<file path="config.mk">
export PLATFORM = sky130hd
export DESIGN_NAME = touch_panel_spi_poller_unit_flat
export DESIGN_NICKNAME = d
export VERILOG_FILES = /design/src/design/tpsp_pkg.sv /design/src/design/tpsp_if.sv /design/src/design/tpsp_core.sv /design/src/design/tpsp_res_fifo.sv /design/src/design/touch_panel_spi_poller_unit.sv /design/src/flat_wrapper.sv
export SDC_FILE = /design/constraint.sdc
export NUM_CORES = 1
export LEC_CHECK = 0
export BUFFER_PORTS_ARGS = -buffer_cell sky130_fd_sc_hd__buf_2
export CORE_ASPECT_RATIO = 0.9
export CORE_MARGIN = 2
export CORE_UTILIZATION = 55
export CTS_CLUSTER_SIZE = 30
export DETAILED_ROUTE_END_ITERATION = 12
export MAX_ROUTING_LAYER = met4
export PLACE_DENSITY = 0.71
export SLEW_MARGIN = 20
export SYNTH_ARGS = -nofsm -noshare
export SYNTH_HDL_FRONTEND = slang
export SYNTH_SLANG_ARGS = --single-unit
</file>
<file path="constraint.sdc">
create_clock -name clk_i -period 5.1 [get_ports clk_i]
set_clock_uncertainty 0.05 [all_clocks]
set_input_delay 0.765 -clock clk_i [delete_from_list [all_inputs] [get_ports clk_i]]
set_output_delay 0.765 -clock clk_i [all_outputs]
set_load 0.01 [all_outputs]
</file>
<file path="src/design/tpsp_pkg.sv">
// Shared types, codes and constants of the touch panel SPI poller.
`timescale 1ns / 1ps
`default_nettype none

package tpsp_pkg;

  // Input item codes
  localparam logic MODE_TICK = 1'b0;
  localparam logic MODE_SPI  = 1'b1;

  // Configuration register indexes
  localparam int unsigned CFG_IDX_W = 2;
  localparam logic [CFG_IDX_W-1:0] CFG_ENABLE   = 2'd0;
  localparam logic [CFG_IDX_W-1:0] CFG_INTERVAL = 2'd1;
  localparam int unsigned CFG_DATA_W = 8;
  localparam logic [7:0] INTERVAL_RESET = 8'd64;

  // Touch controller command words
  localparam logic [7:0] CMD_X    = 8'hD0;
  localparam logic [7:0] CMD_Y    = 8'h90;
  localparam logic [7:0] CMD_Z1   = 8'hB0;
  localparam logic [7:0] CMD_Z2   = 8'hC0;
  localparam logic [7:0] CMD_NONE = 8'h00;

  // Burst sequencing: index counts down from BURST_START to 0
  localparam logic [2:0] BURST_START = 3'd4;
  localparam logic [2:0] IDX_X       = 3'd0;
  localparam logic [2:0] IDX_Y       = 3'd1;
  localparam int unsigned POS_SHIFT  = 3;
  localparam int unsigned POS_W      = 12;

  // Result queue depth (must hold the two results of one item)
  localparam int unsigned RQ_DEPTH = 4;
  localparam int unsigned RQ_PTR_W = $clog2(RQ_DEPTH);
  localparam int unsigned RQ_CNT_W = $clog2(RQ_DEPTH + 1);

  typedef enum logic [2:0] {
    EV_SELECT   = 3'd0,
    EV_NEXT     = 3'd1,
    EV_DESELECT = 3'd2,
    EV_REPORT   = 3'd3,
    EV_RELEASE  = 3'd4
  } event_e;

  typedef struct packed {
    logic        mode;
    logic        pen_up;
    logic [15:0] rx_word;
  } in_item_t;

  typedef struct packed {
    logic [2:0]       event_res;
    logic [7:0]       tx_word;
    logic [POS_W-1:0] x_pos;
    logic [POS_W-1:0] y_pos;
    logic             last;
  } res_item_t;

  // Up to two results handed from the core to the result queue
  typedef struct packed {
    logic [1:0]           num;
    res_item_t [1:0]      item;
  } push_t;

  // Command sent ahead of the word stored under the given index
  function automatic logic [7:0] burst_cmd(input logic [2:0] idx);
    logic [7:0] cmd;
    unique case (idx)
      3'd1:    cmd = CMD_X;
      3'd2:    cmd = CMD_Y;
      3'd3:    cmd = CMD_Z1;
      3'd4:    cmd = CMD_Z2;
      default: cmd = CMD_NONE;
    endcase
    return cmd;
  endfunction

endpackage

`default_nettype wire

</file>
<file path="src/design/tpsp_if.sv">
// Handshake channels of the touch panel SPI poller: input items and results.
`timescale 1ns / 1ps
`default_nettype none

interface tpsp_in_if;
  logic        valid;
  logic        ready;
  logic        mode;
  logic        pen_up;
  logic [15:0] rx_word;

  modport source (output valid, output mode, output pen_up, output rx_word, input ready);
  modport sink (input valid, input mode, input pen_up, input rx_word, output ready);
endinterface

interface tpsp_out_if;
  logic        valid;
  logic        ready;
  logic [2:0]  event_res;
  logic [7:0]  tx_word;
  logic [11:0] x_pos;
  logic [11:0] y_pos;
  logic        last;

  modport source (output valid, output event_res, output tx_word, output x_pos,
                  output y_pos, output last, input ready);
  modport sink (input valid, input event_res, input tx_word, input x_pos,
                input y_pos, input last, output ready);
endinterface

`default_nettype wire

</file>
<file path="src/design/tpsp_core.sv">
// Input register, configuration, poll/burst state and result decode.
`timescale 1ns / 1ps
`default_nettype none

module tpsp_core (
  input  logic                                 clk_i,
  input  logic                                 rst_ni,
  tpsp_in_if.sink                              in_i,
  input  logic                                 cfg_we_i,
  input  logic [tpsp_pkg::CFG_IDX_W-1:0]       cfg_idx_i,
  input  logic [tpsp_pkg::CFG_DATA_W-1:0]      cfg_wdata_i,
  input  logic                                 room_i,
  output tpsp_pkg::push_t                      push_o
);

  logic                        in_valid_q;
  tpsp_pkg::in_item_t          in_item_q;
  logic                        fire;
  logic                        poll;

  logic                        enable_q;
  logic [7:0]                  interval_q;
  logic [7:0]                  tick_count_q, tick_count_d;
  logic                        pen_down_q, pen_down_d;
  logic [2:0]                  burst_idx_q, burst_idx_d;
  logic                        burst_active_q, burst_active_d;
  logic [tpsp_pkg::POS_W-1:0]  x_q, x_d;
  logic [tpsp_pkg::POS_W-1:0]  y_q, y_d;
  logic [8:0]                  cnt;

  // Item moves on once the queue can take two results
  assign fire       = in_valid_q && room_i;
  assign in_i.ready = !in_valid_q || fire;
  assign cnt        = {1'b0, tick_count_q} + 9'd1;
  assign poll       = cnt >= {1'b0, interval_q};

  // Input register
  always_ff @(posedge clk_i or negedge rst_ni) begin
    if (!rst_ni) begin
      in_valid_q <= 1'b0;
    end else if (in_i.ready) begin
      in_valid_q <= in_i.valid;
    end
  end

  always_ff @(posedge clk_i) begin
    if (in_i.valid && in_i.ready) begin
      in_item_q <= '{mode: in_i.mode, pen_up: in_i.pen_up, rx_word: in_i.rx_word};
    end
  end

  // Configuration registers
  always_ff @(posedge clk_i or negedge rst_ni) begin
    if (!rst_ni) begin
      enable_q   <= 1'b0;
      interval_q <= tpsp_pkg::INTERVAL_RESET;
    end else if (cfg_we_i) begin
      if (cfg_idx_i == tpsp_pkg::CFG_ENABLE) begin
        enable_q <= cfg_wdata_i[0];
      end
      if (cfg_idx_i == tpsp_pkg::CFG_INTERVAL) begin
        interval_q <= cfg_wdata_i;
      end
    end
  end

  // Poll and burst decode
  always_comb begin
    tick_count_d   = tick_count_q;
    pen_down_d     = pen_down_q;
    burst_idx_d    = burst_idx_q;
    burst_active_d = burst_active_q;
    x_d            = x_q;
    y_d            = y_q;
    push_o         = '0;

    if (fire) begin
      if (in_item_q.mode == tpsp_pkg::MODE_TICK) begin
        if (enable_q) begin
          if (!poll) begin
            tick_count_d = cnt[7:0];
          end else begin
            tick_count_d = '0;
            // Report from the last burst comes first
            if (pen_down_q) begin
              push_o.item[push_o.num[0]].event_res = tpsp_pkg::EV_REPORT;
              push_o.item[push_o.num[0]].x_pos     = x_q;
              push_o.item[push_o.num[0]].y_pos     = y_q;
              push_o.num = push_o.num + 2'd1;
            end
            if (in_item_q.pen_up) begin
              if (pen_down_q) begin
                pen_down_d = 1'b0;
                push_o.item[push_o.num[0]].event_res = tpsp_pkg::EV_RELEASE;
                push_o.num = push_o.num + 2'd1;
              end
            end else begin
              pen_down_d     = 1'b1;
              burst_idx_d    = tpsp_pkg::BURST_START;
              burst_active_d = 1'b1;
              push_o.item[push_o.num[0]].event_res = tpsp_pkg::EV_SELECT;
              push_o.item[push_o.num[0]].tx_word   =
                tpsp_pkg::burst_cmd(tpsp_pkg::BURST_START);
              push_o.num = push_o.num + 2'd1;
            end
          end
        end
      end else if (burst_active_q) begin
        // Only the X and Y words are ever reported; keep bits 14..3
        if (burst_idx_q == tpsp_pkg::IDX_X) begin
          x_d = in_item_q.rx_word[tpsp_pkg::POS_SHIFT +: tpsp_pkg::POS_W];
        end
        if (burst_idx_q == tpsp_pkg::IDX_Y) begin
          y_d = in_item_q.rx_word[tpsp_pkg::POS_SHIFT +: tpsp_pkg::POS_W];
        end
        if (burst_idx_q != 3'd0) begin
          burst_idx_d = burst_idx_q - 3'd1;
          push_o.item[0].event_res = tpsp_pkg::EV_NEXT;
          push_o.item[0].tx_word   = tpsp_pkg::burst_cmd(burst_idx_q - 3'd1);
        end else begin
          burst_active_d = 1'b0;
          push_o.item[0].event_res = tpsp_pkg::EV_DESELECT;
        end
        push_o.num = 2'd1;
      end

      // Mark the final result of this item
      if (push_o.num == 2'd1) begin
        push_o.item[0].last = 1'b1;
      end else if (push_o.num == 2'd2) begin
        push_o.item[1].last = 1'b1;
      end
    end
  end

  // State registers
  always_ff @(posedge clk_i or negedge rst_ni) begin
    if (!rst_ni) begin
      tick_count_q   <= '0;
      pen_down_q     <= 1'b0;
      burst_idx_q    <= '0;
      burst_active_q <= 1'b0;
      x_q            <= '0;
      y_q            <= '0;
    end else begin
      tick_count_q   <= tick_count_d;
      pen_down_q     <= pen_down_d;
      burst_idx_q    <= burst_idx_d;
      burst_active_q <= burst_active_d;
      x_q            <= x_d;
      y_q            <= y_d;
    end
  end

  // Burst index never leaves the command range
  a_idx_range: assert property (@(posedge clk_i) disable iff (!rst_ni)
    burst_idx_q <= tpsp_pkg::BURST_START)
    else $error("burst index out of range");

  // A poll with the pen down starts a fresh burst
  a_burst_start: assert property (@(posedge clk_i) disable iff (!rst_ni)
    fire && in_item_q.mode == tpsp_pkg::MODE_TICK && enable_q && poll && !in_item_q.pen_up
    |=> burst_active_q && burst_idx_q == tpsp_pkg::BURST_START)
    else $error("poll did not start a burst");

  // Words outside a burst give no result
  a_stray_word: assert property (@(posedge clk_i) disable iff (!rst_ni)
    fire && in_item_q.mode == tpsp_pkg::MODE_SPI && !burst_active_q |-> push_o.num == 2'd0)
    else $error("stray word produced a result");

endmodule

`default_nettype wire

</file>
<file path="src/design/tpsp_res_fifo.sv">
// Result queue: takes up to two results per cycle, hands out one per cycle while the output is ready.
`timescale 1ns / 1ps
`default_nettype none

module tpsp_res_fifo (
  input  logic             clk_i,
  input  logic             rst_ni,
  input  tpsp_pkg::push_t  push_i,
  output logic             room_o,
  tpsp_out_if.source       out_o
);

  tpsp_pkg::res_item_t                 mem_q [tpsp_pkg::RQ_DEPTH];
  logic [tpsp_pkg::RQ_PTR_W-1:0]       wr_ptr_q, rd_ptr_q, wr_ptr_nx;
  logic [tpsp_pkg::RQ_CNT_W-1:0]       count_q;
  logic                                pop;
  tpsp_pkg::res_item_t                 head;

  assign wr_ptr_nx = wr_ptr_q + tpsp_pkg::RQ_PTR_W'(1);
  assign room_o    = count_q <= tpsp_pkg::RQ_CNT_W'(tpsp_pkg::RQ_DEPTH - 2);
  assign pop       = out_o.valid && out_o.ready;

  // Head of queue drives the output channel
  assign head            = mem_q[rd_ptr_q];
  assign out_o.valid     = count_q != '0;
  assign out_o.event_res = head.event_res;
  assign out_o.tx_word   = head.tx_word;
  assign out_o.x_pos     = head.x_pos;
  assign out_o.y_pos     = head.y_pos;
  assign out_o.last      = head.last;

  // Storage
  always_ff @(posedge clk_i) begin
    if (push_i.num != 2'd0) begin
      mem_q[wr_ptr_q] <= push_i.item[0];
    end
    if (push_i.num == 2'd2) begin
      mem_q[wr_ptr_nx] <= push_i.item[1];
    end
  end

  // Pointers and fill count
  always_ff @(posedge clk_i or negedge rst_ni) begin
    if (!rst_ni) begin
      wr_ptr_q <= '0;
      rd_ptr_q <= '0;
      count_q  <= '0;
    end else begin
      wr_ptr_q <= wr_ptr_q + tpsp_pkg::RQ_PTR_W'(push_i.num);
      if (pop) begin
        rd_ptr_q <= rd_ptr_q + tpsp_pkg::RQ_PTR_W'(1);
      end
      count_q <= count_q + tpsp_pkg::RQ_CNT_W'(push_i.num) - tpsp_pkg::RQ_CNT_W'(pop);
    end
  end

  // Results only arrive when two slots are free
  a_no_overflow: assert property (@(posedge clk_i) disable iff (!rst_ni)
    push_i.num != 2'd0 |-> room_o)
    else $error("result queue overflow");

  // Fill count follows pushes and pops
  a_count: assert property (@(posedge clk_i) disable iff (!rst_ni)
    1'b1 |=> count_q == $past(count_q) + tpsp_pkg::RQ_CNT_W'($past(push_i.num))
                        - tpsp_pkg::RQ_CNT_W'($past(pop)))
    else $error("result queue count mismatch");

endmodule

`default_nettype wire

</file>
<file path="src/design/touch_panel_spi_poller_unit.sv">
// Top level of the touch panel SPI poller.
`timescale 1ns / 1ps
`default_nettype none

// Polls a resistive touch controller over a 16-bit SPI link. Input items are
// millisecond ticks (mode 0) or received SPI words (mode 1); each item gives
// zero, one or two result items (select/send, send next, deselect, position
// report, pen released), the final one flagged by last. A new item is taken
// every cycle while the four-entry result queue has two free slots; results
// leave the queue one per cycle while the output is ready, so items that yield
// two results hold back the input at sustained rate. An accepted item passes
// the input register and then the result queue storage on its way out. Register
// writes (enable, poll interval) are to be made while the block is idle.
module touch_panel_spi_poller_unit (
  input  logic                                 clk_i,
  input  logic                                 rst_ni,
  tpsp_in_if.sink                              in_i,
  tpsp_out_if.source                           out_o,
  input  logic                                 cfg_we_i,
  input  logic [tpsp_pkg::CFG_IDX_W-1:0]       cfg_idx_i,
  input  logic [tpsp_pkg::CFG_DATA_W-1:0]      cfg_wdata_i
);

  tpsp_pkg::push_t push;
  logic            room;

  tpsp_core u_core (
    .clk_i       (clk_i),
    .rst_ni      (rst_ni),
    .in_i        (in_i),
    .cfg_we_i    (cfg_we_i),
    .cfg_idx_i   (cfg_idx_i),
    .cfg_wdata_i (cfg_wdata_i),
    .room_i      (room),
    .push_o      (push)
  );

  tpsp_res_fifo u_res_fifo (
    .clk_i  (clk_i),
    .rst_ni (rst_ni),
    .push_i (push),
    .room_o (room),
    .out_o  (out_o)
  );

endmodule

`default_nettype wire
</file>
<file path="src/flat_wrapper.sv">
// flat-port wrapper written by rule: the top's interface ports become plain ports
module touch_panel_spi_poller_unit_flat 
  (clk_i, rst_ni, cfg_we_i, cfg_idx_i, cfg_wdata_i, in_i_valid, in_i_mode, in_i_pen_up, in_i_rx_word, in_i_ready, out_o_valid, out_o_event_res, out_o_tx_word, out_o_x_pos, out_o_y_pos, out_o_last, out_o_ready);
  tpsp_in_if in_i_i ();
  tpsp_out_if out_o_i ();
  input  logic clk_i;
  input  logic rst_ni;
  input  logic cfg_we_i;
  input  logic [tpsp_pkg::CFG_IDX_W-1:0] cfg_idx_i;
  input  logic [tpsp_pkg::CFG_DATA_W-1:0] cfg_wdata_i;
  input wire logic [$bits(in_i_i.valid)-1:0] in_i_valid;
  input wire logic [$bits(in_i_i.mode)-1:0] in_i_mode;
  input wire logic [$bits(in_i_i.pen_up)-1:0] in_i_pen_up;
  input wire logic [$bits(in_i_i.rx_word)-1:0] in_i_rx_word;
  output wire logic [$bits(in_i_i.ready)-1:0] in_i_ready;
  output wire logic [$bits(out_o_i.valid)-1:0] out_o_valid;
  output wire logic [$bits(out_o_i.event_res)-1:0] out_o_event_res;
  output wire logic [$bits(out_o_i.tx_word)-1:0] out_o_tx_word;
  output wire logic [$bits(out_o_i.x_pos)-1:0] out_o_x_pos;
  output wire logic [$bits(out_o_i.y_pos)-1:0] out_o_y_pos;
  output wire logic [$bits(out_o_i.last)-1:0] out_o_last;
  input wire logic [$bits(out_o_i.ready)-1:0] out_o_ready;
  assign in_i_i.valid = in_i_valid;
  assign in_i_i.mode = in_i_mode;
  assign in_i_i.pen_up = in_i_pen_up;
  assign in_i_i.rx_word = in_i_rx_word;
  assign in_i_ready = in_i_i.ready;
  assign out_o_valid = out_o_i.valid;
  assign out_o_event_res = out_o_i.event_res;
  assign out_o_tx_word = out_o_i.tx_word;
  assign out_o_x_pos = out_o_i.x_pos;
  assign out_o_y_pos = out_o_i.y_pos;
  assign out_o_last = out_o_i.last;
  assign out_o_i.ready = out_o_ready;
  touch_panel_spi_poller_unit u_core (.clk_i(clk_i), .rst_ni(rst_ni), .in_i(in_i_i), .out_o(out_o_i), .cfg_we_i(cfg_we_i), .cfg_idx_i(cfg_idx_i), .cfg_wdata_i(cfg_wdata_i));
endmodule
</file>
After elaboration in Yosys (flattened, before gate mapping). Memories as Yosys holds them, arrays and structs flattened. Index checks and enable logic that the tools add are counted.

Flip-flop bits (word level): 71. Bits in writable memories: 144. Input port bits: 33. Output and inout bits: 38. Word-level logic and storage cells: 120. Memories kept: 1.

$add $sub $neg: 8. $lt $le $gt $ge: 4. Eq/ne operators: 12. Multiplexer cells: 58. Bitwise gates (word level): 1. Reduce and logical (&&, ||, !) cells: 21.

Memory list: u_core.u_res_fifo.mem_q (words 4, width 36, rd ports 1, clocked after Yosys merged registers in 0, wr ports 2, line tpsp_res_fifo.sv:13) `tpsp_pkg::res_item_t mem_q [tpsp_pkg::RQ_DEPTH];`.

Operator list (count): $mux 74 (5); $bwmux 72 (3); $mux 24 (5); $demux 36 s1 (2); $mux 36 (2); $mux 33 (1); $pmux 8 s4 (1); $mux 3 (10); $mux 25 (1); $mux 1 (16); $mux 2 (8); $mux 8 (2); $reduce_and 4->1 (4); $mux 11 (1); $mux 10 (1); $add 8x1->9 const B (1); $ge 9x8->1 (1); $add 2x1->2 const B (3); $eq 3x1->1 const B (2); $eq 3x2->1 const B (2); $ne 2x1->1 const B (3); $reduce_and 6->1 (1); $reduce_bool 2->1 (3); $reduce_bool 3->1 (2); other kinds (18) (24).

Logic depth before layout (Yosys ltp).
Depth after elaboration: 24. Mapped depth: 16. Mapped depth without buffers: 16.

By module. Synthesis repeated with hierarchy kept, for this count alone.

Cell total of the unflattened synthesis: 695. Area total of the unflattened synthesis: 10734.0 um^2.

By module, submodules not included: tpsp_res_fifo (instances 1, cells each 388, area each 7355.8 um^2, sequential area each 4499.3 um^2); tpsp_core (instances 1, cells each 307, area each 3378.2 um^2, sequential area each 1597.8 um^2).

Worst setup path after synthesis. Ideal clock, no wire load.

Path type: reg2reg. Start: register u_core.u_core.tick_count_q[2]. End: memory u_core.u_res_fifo.mem_q[1][0] in the netlist's numbering (enable). Setup time: 0.433 ns. Arrival: 4.009 ns. Required time: 4.617 ns. Slack: 0.608 ns. Stages on the path, launching flop included: 12. Cell sequence: dfrtp_1 and2_4 and4_4 nand3_1 xnor2_1 ha_1 and3_1 nand4_1 a211oi_2 o21a_1 inv_2 o22ai_1.

RTL lines: start, declared (line tpsp_core.sv:23) `logic [7:0] tick_count_q, tick_count_d;`; start signal, assigned (line tpsp_core.sv:146) `tick_count_q <= tick_count_d;`; end, declared (line tpsp_res_fifo.sv:13).

==> reports/results.txt <==
Place WS: 1.09 ns
Full die area: 0.0171 mm2
Overflow after GRT: 0
Leakage: 0.00405 uW
Post-CTS setup buffers: 0
Critical R2R Capture: u_core.u_res_fifo.mem_q[2][18]
Row count: 43
Critical Path Start: u_core.u_core.tick_count_q[0]
Setup Crit Path Kind: register to register
Gates resized, CTS repair: 0
Boundary Pins: 71
Die W: 137 um
Worst Hold Class: primary input to async pin
DRC Markers: 0
Post-Synthesis Cell Area: 0.00882 mm2
Reg2reg setup slack: 1.05 ns
Final Max Slew Viols: 0
Clock Latency Late Sink: 0.44 ns
Final wirelength: 18.1 mm
Largest net degree at the start of global routing: 55
Initial Util: 56.7%
H-tree levels: 4
EDFF count, synth: 142
Time the worst path needs with I/O delays and setup: 4.05 ns
Vias/cell: 5.86
Max-Cap Viols: 0
Unrepaired setup endpoints after global routing: false
Syn-to-layout area delta: 12.4%
Ys Warns: 0
FMAX: 247 MHz
All-Layer GR Usage: 23.8%
Antenna violations before repair: 0
GP Congestion: 0.852
Crit end category: register
Required @ worst endpoint: 5.17 ns
Clock buffer depth: 2
Setup crit end: u_core.u_res_fifo.mem_q[2][18]
R2r worst-path depth: 10
Core area: 0.0155 mm2
Clock-pin slew on the worst setup and hold paths: 0.07 ns
Register area share after synthesis: 63.7%
Final worst-path setup slack: 1.05 ns
Fin Hold WS: 0.428 ns
Chip Height: 124 um
Vias in the first global route: 5,194
FF-to-FF Start: u_core.u_core.tick_count_q[0]
Net count, final: 713
DP HPWL: 11.5 mm
CTS Buf Count: 17
Sink Count: 196
I/O Buffers: 62
Most common cell after layout, fill and taps aside: edfxtp_1
Setup TNS: 0 ns
# setup viols final: 0
Placed instance area: 0.00932 mm2
Antenna diode count: 0
Post-route ant nets: 0
Wire length of the first global-routing pass: 28.5 mm
Cell count after synthesis: 596
Power density cells: 471 mW/mm2
Tcrit/Tclk final: 79.5%
Async set-reset flop share out of synthesis: 27.6%
Most frequent cells in the layout: 142 x edfxtp_1, 62 x buf_2, 52 x dfrtp_1, 50 x and2_1, 50 x and3_1
Fraction of final layout cells sized beyond drive strength 1: 27.6%
Vias: 5,125
Startpoint class of the critical path: register
Final hold vios: 0
Yosys reg bits: 196
Drt wl/cell: 20.7 um
WP data arrival: 4.12 ns
Worst-path fanout max: 22
Actual slew at the worst max-slew pin: 0.963 ns
Count of different cell masters after synthesis: 54
VDD IR max: 265 uV
Syn_area_per_cell: 14.8 um2
CTS tree: done
Clk root buf: clkbuf_16
Slew headroom: 35.7%
Status: finished clean
DR iter-0 viols: 454
Drt pass-1 iters: 5
CTS Hold Bufs: 0
Main synth FF type: edfxtp_1
Design area: 0.00991 mm2
[Yosys cell counts, types with 2 or more instances]
library cell / instances / area, um2
edfxtp_1: 142 / 4260
nand4_1: 6 / 37.5
o211ai_1: 2 / 15.0
a21o_1: 2 / 15.0
nor4_1: 3 / 18.8
and3_1: 50 / 313
a211oi_1: 2 / 15.0
nor2b_1: 4 / 25.0
inv_1: 17 / 63.8
o41ai_1: 2 / 17.5
nor2_4: 2 / 22.5
and2_1: 50 / 313
mux2_2: 30 / 338
xor2_1: 2 / 17.5
buf_4: 6 / 45.0
xnor2_1: 10 / 87.6
nor2_1: 15 / 56.3
buf_6: 4 / 45.0
mux2_1: 3 / 33.8
buf_2: 6 / 30.0
dfrtp_1: 53 / 1330
nor3_1: 2 / 10.0
mux4_2: 32 / 721
nand3_1: 10 / 50.1
ha_1: 19 / 238
a21oi_1: 12 / 60.1
o21ai_0: 23 / 115
clkbuf_1: 18 / 67.6
nand2b_1: 4 / 25.0
or2_2: 2 / 12.5
o22ai_1: 6 / 37.5
nor3b_1: 2 / 15.0
nand2_1: 34 / 128
[kinds of logic after synthesis]
group | Yosys count | synth area share, %
other | 1 | 0.0425
XOR/XNOR | 12 | 1.19
flip-flops | 196 | 63.7
AND/OR/NAND/NOR | 191 | 12.4
buffers and inverters | 53 | 2.97
AO/OA/AOI/OAI | 57 | 4.26
adder cells (fa/ha/maj) | 20 | 2.92
multiplexers | 66 | 12.5
[state kept, by name (all words and copies together), names as in the netlist, 3 cells and up]
name / cells
u_core.u_res_fifo.mem_q: 128
u_core.u_core.interval_q: 8
u_core.u_core.y_q: 12
u_core.u_core.x_q: 12
u_core.u_core.in_item_q: 14
u_core.u_res_fifo.count_q: 3
u_core.u_core.tick_count_q: 8
u_core.u_core.burst_idx_q: 3
[layer usage]
layer / up-vias / wire [um] / track usage (%)
met3: 26 / 1180 / 5.74
met2: 175 / 9110 / 38.0
met5: - / 0 / -
li1: 2349 / - / -
met4: 0 / 315 / 8.05
met1: 2575 / 7500 / 30.4
[layout make-up]
type | count | area [um2]
fill | 1136 | 5640
sequential | 196 | 5620
multi-input combinational | 350 | 2960
clock buffer | 19 | 443
timing repair buffer | 76 | 415
tap | 202 | 253
clock inverter | 13 | 146
inverter | 19 | 73.8
[critical path, cell delays in order (launching register included)]
cell and delay, ns:
dfrtp_1 0.46, ha_1 0.37, nand4_1 0.16, xnor2_1 0.17, ha_1 0.30, and3_1 0.19, nand4_1 0.36, a21boi_4 0.65
nand2_1 0.25, nand3_1 0.41, buf_4 0.35
[per-stage QoR]
stage                     instances  power [uW]  utilization (%)
final                           875        4670             63.8
after global routing            875        4890             63.8
after CTS                       875        4700             63.8
after detailed placement        843        3380             60.0
after global placement          843        3340             60.0
after floorplan                 599        2910                -
[report_power, final]
group,internal (uW),switching (uW)
Clock,744,597
Combinational,548,722
Sequential,1880,178
[worst min-delay path by stage]
stage | cells past startpoint | end | start
CTS | 1 | u_core.u_core.in_item_q[9] | in_i_rx_word[9]
finish | 2 | u_core.u_core.interval_q[1] | rst_ni
global placement | 1 | u_core.u_res_fifo.rd_ptr_q[1] | u_core.u_res_fifo.rd_ptr_q[1]
floorplan | 1 | u_core.u_core.y_q[1] | u_core.u_core.in_item_q[4]
global route | 1 | u_core.u_core.in_item_q[12] | in_i_rx_word[12]
detailed placement | 1 | u_core.u_res_fifo.rd_ptr_q[1] | u_core.u_res_fifo.rd_ptr_q[1]
(Power assumes the default switching activity.)
